[config.mk]
export PLATFORM = sky130hd
export DESIGN_NAME = sd_card_spi_mode_controller_core
export DESIGN_NICKNAME = d
export VERILOG_FILES = /design/src/sdspi_pkg.sv /design/src/sdspi_cmd_byte.sv /design/src/sd_card_spi_mode_controller_core.sv
export SDC_FILE = /design/constraint.sdc
export NUM_CORES = 1
export LEC_CHECK = 0
export BUFFER_PORTS_ARGS = -buffer_cell sky130_fd_sc_hd__buf_2
export CORE_MARGIN = 5
export CORE_UTILIZATION = 60
export DETAILED_ROUTE_END_ITERATION = 8
export GPL_TIMING_DRIVEN = 0
export PLACE_DENSITY = 0.79
export SKIP_CTS_REPAIR_TIMING = 1
export SLEW_MARGIN = 20
export SYNTH_ARGS = -nofsm -noshare
export SYNTH_HDL_FRONTEND = slang
export SYNTH_SLANG_ARGS = --single-unit
[constraint.sdc]
create_clock -name clk_i -period 6.9 [get_ports clk_i]
set_input_delay 0.69 -clock clk_i [delete_from_list [all_inputs] [get_ports clk_i]]
set_output_delay 0.69 -clock clk_i [all_outputs]
set_load 0.005 [all_outputs]
[src/sdspi_pkg.sv]
package sdspi_pkg;

  typedef enum logic [4:0] {
    PH_IDLE, PH_POWERUP, PH_PRE1, PH_PRE2, PH_CMD_BYTES, PH_POLL, PH_OCR8,
    PH_ACMD_TICK, PH_OCR58, PH_FINAL, PH_RD_TOKEN, PH_RD_DATA, PH_RD_CRC,
    PH_WR_GAP, PH_WR_TOKEN, PH_WR_NEED, PH_WR_DATA, PH_WR_CRC, PH_WR_RESP,
    PH_WR_BUSY
  } phase_e;

  typedef enum logic [2:0] {
    OP_INIT = 3'd0, OP_READ = 3'd1, OP_WRITE = 3'd2, OP_RX = 3'd3,
    OP_WBYTE = 3'd4, OP_TICK = 3'd5
  } op_e;

  localparam logic [2:0] ST_OK = 3'd0;
  localparam logic [2:0] ST_RESET_FAIL = 3'd1;
  localparam logic [2:0] ST_INIT_FAIL = 3'd2;
  localparam logic [2:0] ST_CMD_ERR = 3'd3;
  localparam logic [2:0] ST_TOKEN_TO = 3'd4;
  localparam logic [2:0] ST_WR_REJ = 3'd5;

  localparam logic [2:0] CFG_POWER_UP = 3'd0;
  localparam logic [2:0] CFG_RESET_RETRY = 3'd1;
  localparam logic [2:0] CFG_OPCOND_RETRY = 3'd2;
  localparam logic [2:0] CFG_POLL_LIMIT = 3'd3;
  localparam logic [2:0] CFG_RD_TIMEOUT = 3'd4;
  localparam logic [2:0] CFG_BUSY_TIMEOUT = 3'd5;

  localparam int unsigned BlockBytes = 512;
  localparam logic [9:0] BLOCK_LAST = 10'(BlockBytes - 1);
  localparam logic [31:0] HC_ARG = 32'h4000_0000;

  typedef struct packed {
    logic       tx_valid;
    logic [7:0] tx_byte;
    logic       cs_high;
    logic       read_valid;
    logic [7:0] read_byte;
    logic       need_write_byte;
    logic       done_res;
    logic [2:0] status;
    logic [1:0] card_type;
    logic       busy_res;
  } result_t;

  typedef struct packed {
    logic [7:0]  power_up_bytes;
    logic [15:0] reset_cmd_retries;
    logic [15:0] op_cond_retries;
    logic [7:0]  response_poll_limit;
    logic [15:0] read_token_timeout_ms;
    logic [15:0] busy_timeout_ms;
  } cfg_t;

endpackage

[src/sdspi_cmd_byte.sv]
module sdspi_cmd_byte import sdspi_pkg::*; (
  input  logic [2:0]  k_i,
  input  logic        app_i,
  input  logic [5:0]  idx_i,
  input  logic [31:0] arg_i,
  output logic [7:0]  byte_o
);
  logic [5:0]  idx;
  logic [31:0] arg;
  always_comb begin
    idx = app_i ? 6'd55 : idx_i;
    arg = app_i ? 32'd0 : arg_i;
    case (k_i)
      3'd0: byte_o = {2'b01, idx};
      3'd1: byte_o = arg[31:24];
      3'd2: byte_o = arg[23:16];
      3'd3: byte_o = arg[15:8];
      3'd4: byte_o = arg[7:0];
      default: byte_o = (idx == 6'd0) ? 8'h95 : ((idx == 6'd8) ? 8'h87 : 8'hFF);
    endcase
  end
endmodule

[src/sd_card_spi_mode_controller_core.sv]
// SD card SPI-mode master. One event per input transaction (op 0 init, 1 read, 2 write,
// 3 SPI byte exchanged, 4 write payload byte, 5 millisecond tick), one result per event.
// An event is decoded combinationally from the state registers into a result register,
// so a transaction is taken every clock cycle unless both slots are full; the result is
// registered in the output slot, or in the skid slot while the output waits.
module sd_card_spi_mode_controller_core import sdspi_pkg::*; (
  input  logic        clk_i,
  input  logic        rst_ni,
  input  logic        s_axis_tvalid,
  output logic        s_axis_tready,
  input  logic [55:0] s_axis_tdata,   // op[2:0], sector[34:3], rx_byte[42:35], write_byte[50:43]
  output logic        m_axis_tvalid,
  input  logic        m_axis_tready,
  output logic [31:0] m_axis_tdata,   // tx_valid, tx_byte, cs_high, read_valid, read_byte,
                                      // need_write_byte, done_res, status, card_type, busy_res
  input  logic        cfg_we_i,
  input  logic [2:0]  cfg_index_i,
  input  logic [15:0] cfg_data_i
);
  cfg_t cfg_q;
  phase_e phase_q, phase_d;
  logic [5:0]  cidx_q, cidx_d;
  logic        app_q, app_d, cs_q, cs_d, acc;
  logic [31:0] arg_q, arg_d, ocr_q, ocr_d, ocr_n;
  logic [9:0]  bc_q, bc_d, bc_inc;
  logic [7:0]  poll_q, poll_d;
  logic [15:0] retry_q, retry_d, tick_q, tick_d;
  logic [1:0]  type_q, type_d, kind_q, kind_d;
  logic [7:0]  lastr_q, lastr_d;
  logic [2:0]  op;
  logic [31:0] sector;
  logic [7:0]  rx, wb, cb;
  logic [2:0]  cb_k;
  result_t res;
  logic        ov_q, sv_q;
  result_t     out_q, skid_q;

  assign op = s_axis_tdata[2:0];
  assign sector = s_axis_tdata[34:3];
  assign rx = s_axis_tdata[42:35];
  assign wb = s_axis_tdata[50:43];
  assign s_axis_tready = !sv_q;
  assign acc = s_axis_tvalid && s_axis_tready;
  assign bc_inc = bc_q + 10'd1;
  assign ocr_n = {ocr_q[23:0], rx};
  assign cb_k = (phase_q == PH_PRE2) ? 3'd0 : bc_inc[2:0];

  sdspi_cmd_byte u_cmd (.k_i(cb_k), .app_i(app_q), .idx_i(cidx_q), .arg_i(arg_q),
                        .byte_o(cb));

  always_comb begin
    phase_d = phase_q; cidx_d = cidx_q; app_d = app_q; cs_d = cs_q; arg_d = arg_q;
    ocr_d = ocr_q; bc_d = bc_q; poll_d = poll_q; retry_d = retry_q; tick_d = tick_q;
    type_d = type_q; kind_d = kind_q; lastr_d = lastr_q;
    res = '0;
    case (op)
      OP_INIT: if (phase_q == PH_IDLE) begin
        kind_d = 2'd0; type_d = 2'd0; cs_d = 1'b1; retry_d = cfg_q.reset_cmd_retries;
        res.tx_valid = 1'b1; res.tx_byte = 8'hFF;
        if (cfg_q.power_up_bytes != 8'd0) begin
          bc_d = {2'b0, cfg_q.power_up_bytes}; phase_d = PH_POWERUP;
        end else begin
          cidx_d = 6'd0; arg_d = '0; app_d = 1'b0; phase_d = PH_PRE1;
        end
      end
      OP_READ, OP_WRITE: if (phase_q == PH_IDLE) begin
        kind_d = op[1:0]; cidx_d = (op == OP_READ) ? 6'd17 : 6'd24;
        arg_d = (type_q != 2'd3) ? {sector[22:0], 9'd0} : sector;
        app_d = 1'b0; phase_d = PH_PRE1; cs_d = 1'b1;
        res.tx_valid = 1'b1; res.tx_byte = 8'hFF;
      end
      OP_WBYTE: if (phase_q == PH_WR_NEED) begin
        phase_d = PH_WR_DATA; res.tx_valid = 1'b1; res.tx_byte = wb;
      end
      OP_TICK: begin
        if (phase_q == PH_ACMD_TICK) begin
          res.tx_valid = 1'b1; res.tx_byte = 8'hFF; cs_d = 1'b1;
          if (lastr_q == 8'd0) begin
            if (arg_q == HC_ARG) begin
              cidx_d = 6'd58; arg_d = '0; app_d = 1'b0; phase_d = PH_PRE1;
            end else begin
              type_d = 2'd1; phase_d = PH_FINAL;
            end
          end else begin
            retry_d = retry_q - 16'd1;
            if (retry_d == 16'd0) phase_d = PH_FINAL;
            else begin
              cidx_d = 6'd41; app_d = 1'b1; phase_d = PH_PRE1;
            end
          end
        end else if (phase_q == PH_RD_TOKEN || phase_q == PH_WR_BUSY) begin
          if (tick_q != 16'hFFFF) tick_d = tick_q + 16'd1;
        end
      end
      OP_RX: begin
        res.tx_valid = 1'b1; res.tx_byte = 8'hFF;
        case (phase_q)
          PH_POWERUP: begin
            bc_d = bc_q - 10'd1;
            if (bc_d == 10'd0) begin
              cidx_d = 6'd0; arg_d = '0; app_d = 1'b0; phase_d = PH_PRE1; cs_d = 1'b1;
            end
          end
          PH_PRE1: begin cs_d = 1'b0; phase_d = PH_PRE2; end
          PH_PRE2: begin bc_d = '0; phase_d = PH_CMD_BYTES; res.tx_byte = cb; end
          PH_CMD_BYTES: begin
            bc_d = bc_inc;
            if (bc_inc < 10'd6) res.tx_byte = cb;
            else begin phase_d = PH_POLL; poll_d = cfg_q.response_poll_limit; end
          end
          PH_POLL: begin
            poll_d = poll_q - 8'd1;
            if (!(rx[7] && poll_d != 8'd0)) begin
              if (!rx[7]) poll_d = poll_q;
              lastr_d = rx;
              if (app_q && rx <= 8'd1) begin
                app_d = 1'b0; phase_d = PH_PRE1; cs_d = 1'b1;
              end else begin
                app_d = 1'b0;
                case (cidx_q)
                  6'd0: if (rx == 8'h01) begin
                    cidx_d = 6'd8; arg_d = 32'h1AA; phase_d = PH_PRE1; cs_d = 1'b1;
                  end else begin
                    retry_d = retry_q - 16'd1;
                    if (retry_d == 16'd0) begin
                      res = '0; res.done_res = 1'b1; res.status = ST_RESET_FAIL;
                      phase_d = PH_IDLE; cs_d = 1'b1;
                    end else begin
                      arg_d = '0; phase_d = PH_PRE1; cs_d = 1'b1;
                    end
                  end
                  6'd8: if (rx == 8'h01) begin
                    phase_d = PH_OCR8; bc_d = '0;
                  end else begin
                    retry_d = cfg_q.op_cond_retries; cidx_d = 6'd41; arg_d = '0;
                    app_d = 1'b1; phase_d = PH_PRE1; cs_d = 1'b1;
                  end
                  6'd41: begin res = '0; phase_d = PH_ACMD_TICK; end
                  6'd58: begin phase_d = PH_OCR58; bc_d = '0; end
                  6'd17, 6'd24: if (rx != 8'd0) begin
                    res = '0; res.done_res = 1'b1; res.status = ST_CMD_ERR;
                    phase_d = PH_IDLE; cs_d = 1'b1;
                  end else if (cidx_q == 6'd17) begin
                    phase_d = PH_RD_TOKEN; tick_d = '0;
                  end else phase_d = PH_WR_GAP;
                  default: begin
                    res = '0; res.done_res = 1'b1; res.status = ST_CMD_ERR;
                    phase_d = PH_IDLE; cs_d = 1'b1;
                  end
                endcase
              end
            end
          end
          PH_OCR8, PH_OCR58: begin
            ocr_d = ocr_n; bc_d = bc_inc;
            if (bc_inc >= 10'd4) begin
              cs_d = 1'b1; phase_d = PH_FINAL;
              if (phase_q == PH_OCR58) type_d = ocr_n[30] ? 2'd3 : 2'd2;
              else if (ocr_n[15:0] == 16'h01AA) begin
                retry_d = cfg_q.op_cond_retries; cidx_d = 6'd41; arg_d = HC_ARG;
                app_d = 1'b1; phase_d = PH_PRE1;
              end
            end
          end
          PH_FINAL: begin
            res = '0; res.done_res = 1'b1; phase_d = PH_IDLE; cs_d = 1'b1;
            res.status = (kind_q == 2'd0 && type_q == 2'd0) ? ST_INIT_FAIL : ST_OK;
          end
          PH_RD_TOKEN: begin
            if (tick_q > cfg_q.read_token_timeout_ms) begin
              res = '0; res.done_res = 1'b1; res.status = ST_TOKEN_TO;
              phase_d = PH_IDLE; cs_d = 1'b1;
            end else if (rx == 8'hFE) begin
              phase_d = PH_RD_DATA; bc_d = '0;
            end
          end
          PH_RD_DATA: begin
            res.read_valid = 1'b1; res.read_byte = rx; bc_d = bc_inc;
            if (bc_q == BLOCK_LAST) begin phase_d = PH_RD_CRC; bc_d = '0; end
          end
          PH_RD_CRC: begin
            bc_d = bc_inc;
            if (bc_inc >= 10'd2) begin phase_d = PH_FINAL; cs_d = 1'b1; end
          end
          PH_WR_GAP: begin phase_d = PH_WR_TOKEN; res.tx_byte = 8'hFE; end
          PH_WR_TOKEN: begin res = '0; bc_d = '0; phase_d = PH_WR_NEED; end
          PH_WR_DATA: begin
            bc_d = bc_inc;
            if (bc_q == BLOCK_LAST) begin phase_d = PH_WR_CRC; bc_d = '0; end
            else begin res = '0; phase_d = PH_WR_NEED; end
          end
          PH_WR_CRC: begin
            bc_d = bc_inc;
            if (bc_inc >= 10'd2) phase_d = PH_WR_RESP;
          end
          PH_WR_RESP: begin
            if (rx[4:0] != 5'h05) begin
              res = '0; res.done_res = 1'b1; res.status = ST_WR_REJ;
              phase_d = PH_IDLE; cs_d = 1'b1;
            end else begin
              tick_d = '0;
              if (cfg_q.busy_timeout_ms == 16'd0) begin
                phase_d = PH_FINAL; cs_d = 1'b1;
              end else phase_d = PH_WR_BUSY;
            end
          end
          PH_WR_BUSY: begin
            if (rx == 8'hFF || tick_q >= cfg_q.busy_timeout_ms) begin
              phase_d = PH_FINAL; cs_d = 1'b1;
            end
          end
          default: res = '0;
        endcase
      end
      default: ;
    endcase
    res.cs_high = cs_d;
    res.need_write_byte = (phase_d == PH_WR_NEED);
    res.card_type = type_d;
    res.busy_res = (phase_d != PH_IDLE);
  end

  always_ff @(posedge clk_i or negedge rst_ni) begin
    if (!rst_ni) begin
      cfg_q <= '{8'd10, 16'd100, 16'd1000, 8'd10, 16'd500, 16'd500};
      phase_q <= PH_IDLE; cidx_q <= '0; app_q <= 1'b0; cs_q <= 1'b1; arg_q <= '0;
      ocr_q <= '0; bc_q <= '0; poll_q <= '0; retry_q <= '0; tick_q <= '0;
      type_q <= '0; kind_q <= '0; lastr_q <= 8'hFF;
    end else begin
      if (cfg_we_i) begin
        case (cfg_index_i)
          CFG_POWER_UP:     cfg_q.power_up_bytes <= cfg_data_i[7:0];
          CFG_RESET_RETRY:  cfg_q.reset_cmd_retries <= cfg_data_i;
          CFG_OPCOND_RETRY: cfg_q.op_cond_retries <= cfg_data_i;
          CFG_POLL_LIMIT:   cfg_q.response_poll_limit <= cfg_data_i[7:0];
          CFG_RD_TIMEOUT:   cfg_q.read_token_timeout_ms <= cfg_data_i;
          CFG_BUSY_TIMEOUT: cfg_q.busy_timeout_ms <= cfg_data_i;
          default: ;
        endcase
      end
      if (acc) begin
        phase_q <= phase_d; cidx_q <= cidx_d; app_q <= app_d; cs_q <= cs_d; arg_q <= arg_d;
        ocr_q <= ocr_d; bc_q <= bc_d; poll_q <= poll_d; retry_q <= retry_d;
        tick_q <= tick_d; type_q <= type_d; kind_q <= kind_d; lastr_q <= lastr_d;
      end
    end
  end

  // output register plus skid slot
  always_ff @(posedge clk_i or negedge rst_ni) begin
    if (!rst_ni) begin
      ov_q <= 1'b0; sv_q <= 1'b0;
    end else begin
      if (!ov_q || m_axis_tready) begin
        ov_q <= sv_q || acc;
        sv_q <= 1'b0;
      end else if (acc) begin
        sv_q <= 1'b1;
      end
    end
  end

  always_ff @(posedge clk_i) begin
    if (!ov_q || m_axis_tready) out_q <= sv_q ? skid_q : res;
    else if (acc) skid_q <= res;
  end

  assign m_axis_tvalid = ov_q;
  assign m_axis_tdata = {5'b0, out_q.busy_res, out_q.card_type, out_q.status,
                         out_q.done_res, out_q.need_write_byte, out_q.read_byte,
                         out_q.read_valid, out_q.cs_high, out_q.tx_byte, out_q.tx_valid};

  a_skid_implies_out: assert property (@(posedge clk_i) disable iff (!rst_ni)
    sv_q |-> ov_q) else $error("skid full with output empty");
  a_busy_phase: assert property (@(posedge clk_i) disable iff (!rst_ni)
    (phase_q == PH_IDLE) |-> cs_q) else $error("chip select low while idle");
  a_accept_out: assert property (@(posedge clk_i) disable iff (!rst_ni)
    acc |=> ov_q) else $error("accepted transaction lost");
endmodule
==> out/qor.csv <==
metric;value;unit
post-synthesis cell area;0.0157;mm^2
total CTS buffers;27;
Worst path max stage delay;490;ps
MaxCap Viol Count;0;
dpl ws;2800;ps
Worst EP required;7180;ps
Inst Count DP;2139;
multi-input logic area;0.00840;mm^2
pin count of the biggest net entering global routing;104;
non-filler cells, final;2188;
fill count;2074;
antenna violations before repair;1;
htree depth;1;
RSZ-0062 raised after global routing;no;
M1 GR Usage;46.1;%
total track usage;34.0;%
final antenna-violating net count;0;
Yosys top cell by area;dfrtp_1;
Slew HR;22.5;%
DR DRC count;0;
DRT iter0 DRCs;1584;
Ant. Diodes;0;
post-synthesis cell count;1699;
Arrival @ worst endpoint;4550;ps
overall power;6.59;mW
Synth Flop Type;dfrtp_1;
via count;14500;
Post-synth ARST share;78.6;%
Power Density;374;mW/mm^2
CP max FO;10;
WS Path Type;flop to flop;
Core Util, Final;68.0;%
register bit count reported by yosys;252;
slowest CP cell;dfrtp_1;
starting density of the core;60.5;%
P&R area growth vs syn;12.3;%
count of pins over their slew limit;0;
final hold viol count;0;
Die W;172;um
sequential area share after synthesis;42.2;%
register area;0.00662;mm^2
first-pass GRT wire length;79.4;mm
share of layout cells above drive strength 1;19.6;%
clock slew at reported path FFs;60;ps
clock root buffer;clkbuf_16;
latest clock arrival within the worst-skew pair;550;ps
post-synth top area share;26.2;%
Final Wtd Congestion;1.07;
TNS Setup;0;ps
GR Layer Usage met2;54.9;%
crit-path cells;ha_1 -> buf_2 -> and4_1 -> nand4_1 -> a221oi_2 -> o211ai_2 -> a222oi_1 -> o31ai_1 -> nor3_2 -> nand4_1 -> mux2_2;
P_leak;7.30;nW
detailed-route wire length;50.9;mm
Avg Synthesized Cell Area;9.23;um^2
die height;172;um
HPWL Detailed;38.3;mm
HP Class;primary input to asynchronous set/reset pin;
drt wl/cell;23.3;um
met3 Usage GRT;4.67;%
I/O pin cnt;114;
vias in the first global route;14000;
Netlist cell types;91;
skew final;21.3;ps
Via density;6.63;
Hold Slack;171;ps
Final Critical Period;4270;ps
CP Capture Type;flop;
Slew @ Worst Pin;1150;ps
CTS tree;built;
Row Count;59;
Setup-failing EPs final;0;
Clock Path Buffers;3;
Die ar.;0.0295;mm^2
Port Buffer Count;100;
1st-pass router iterations;8;
yosys warns;0;
fin worst setup slack;2630;ps
Layout Nets;1953;
CORE AREA;0.0259;mm^2
clk sinks;252;
f_max;234;MHz
VDD IR max;0.000244;V
most frequent CP cell;nand4_1;
Post-synth EDFFs;54;
GRT Max-Usage Layer;met2;
startpoint types;flop;
gr ovfl total;0;
Area after DPL;0.0167;mm^2
status;finished clean;
final cycle utilization of the critical path;61.9;%
largest cells by area after synthesis;dfrtp_1 26%, edfxtp_1 10%, mux2_2 8.3%, dfstp_2 5.7%, nand2_1 5.0%;
Final Cell Area;0.0176;mm^2
==> routing by layer <==
| metal | routed length (um) | vias to the layer above |
|---|---|---|
| met5 | 7 | - |
| met1 | 20400 | 6995 |
| met3 | 4400 | 167 |
| li1 | - | 6532 |
| met2 | 23400 | 810 |
| met4 | 2660 | 2 |
==> final timing paths <==
check	slack, ps	end	cells past startpoint	startpoint
worst max-delay path	2630	m_axis_tdata[26]	11	bc_q[0]
worst min-delay path	170	poll_q[1]	1	rst_ni
worst max register to register	2630	m_axis_tdata[26]	11	bc_q[0]
worst min register to register	510	ocr_q[0]	2	ocr_q[0]
max in group asynchronous	5740	lastr_q[5]	2	rst_ni
min in group clk_i	390	m_axis_tvalid	3	s_axis_tvalid
==> layout make-up <==
cell class / instances / share of cell area, %
Tap cell: 335 / 2.38
Multi-Input combinational cell: 1278 / 47.7
Timing Repair Buffer: 101 / 3.05
Buffer: 108 / 2.64
Inverter: 65 / 1.39
Sequential cell: 252 / 37.6
Clock buffer: 38 / 4.47
Clock inverter: 11 / 0.781
==> Yosys cell counts, drive strengths merged, types with 9 or more instances <==
master and number:
dfrtp 164, xor2 10, nor4 31, o22ai 9
nand4 27, o31ai 20, ha 40, a221oi 17
nor2 116, nand2b 18, buf 29, o211ai 15
mux2 136, a22oi 14, inv 64, dfstp 34
nand3 44, and2 23, o21ai 141, a211oi 12
mux2i 16, nand2 208, nor3b 10, nor3 42
or3 12, and3 17, a31oi 23, clkbuf 79
edfxtp 54, a21oi 126, nor2b 15, xnor2 12
==> registers in the layout, indices dropped and copies added, names as in the netlist, 5 cells and up <==
register	flops
cfg_q	80
skid_q	27
cidx_q	5
poll_q	8
lastr_q	8
tick_q	16
bc_q	10
ocr_q	10
arg_q	32
retry_q	16
m_axis_tdata	27
phase_q	5
==> power by group <==
part | leakage (nW) | total (mW) | switching, mW | internal [mW]
sequential | 2.99 | 2.21 | 0.311 | 1.90
combinational | 3.86 | 2.87 | 1.85 | 1.01
clock | 0.450 | 1.51 | 0.605 | 0.903
==> layout by cell type, fill, tap and decap left out, types with 8 or more instances in the layout <==
cell type / n
nand2_1: 208
dfrtp_1: 164
o21ai_0: 133
a21oi_1: 126
nor2_1: 115
mux2_2: 115
buf_2: 109
clkbuf_1: 82
inv_1: 64
edfxtp_1: 54
nand3_1: 44
nor3_1: 40
ha_1: 40
dfstp_2: 34
nor4_1: 28
clkbuf_16: 27
nand4_1: 26
a31oi_1: 23
and2_1: 22
mux2_4: 20
o31ai_1: 19
and3_1: 17
nand2b_1: 17
mux2i_1: 16
a221oi_1: 16
a22oi_1: 14
nor2b_1: 14
o211ai_1: 14
xnor2_1: 12
or3_1: 12
buf_1: 10
a211oi_1: 10
xor2_1: 10
nor3b_1: 9
o22ai_1: 9
a21o_1: 8
a32oi_1: 8
a222oi_1: 8
==> cells by family after synthesis <==
family	synth area share, %
DFF	42.2
xor gates and xnor gates	1.23
other	0.0239
buffers and inverters	4.52
adders and majority gates	3.19
AOI/OAI and AO/OA	18.9
muxes	11.3
and+or+nand+nor	18.6
==> critical path: cells and delay by family, from the launching register on <==
family / cells / cell delay, ps
compound gates: 4 / 1490
simple gates: 4 / 1270
flops: 1 / 490
mux: 1 / 370
buf+inv: 1 / 200
fa+ha+maj: 1 / 180
No activity file was read; power rests on OpenSTA's default activity.
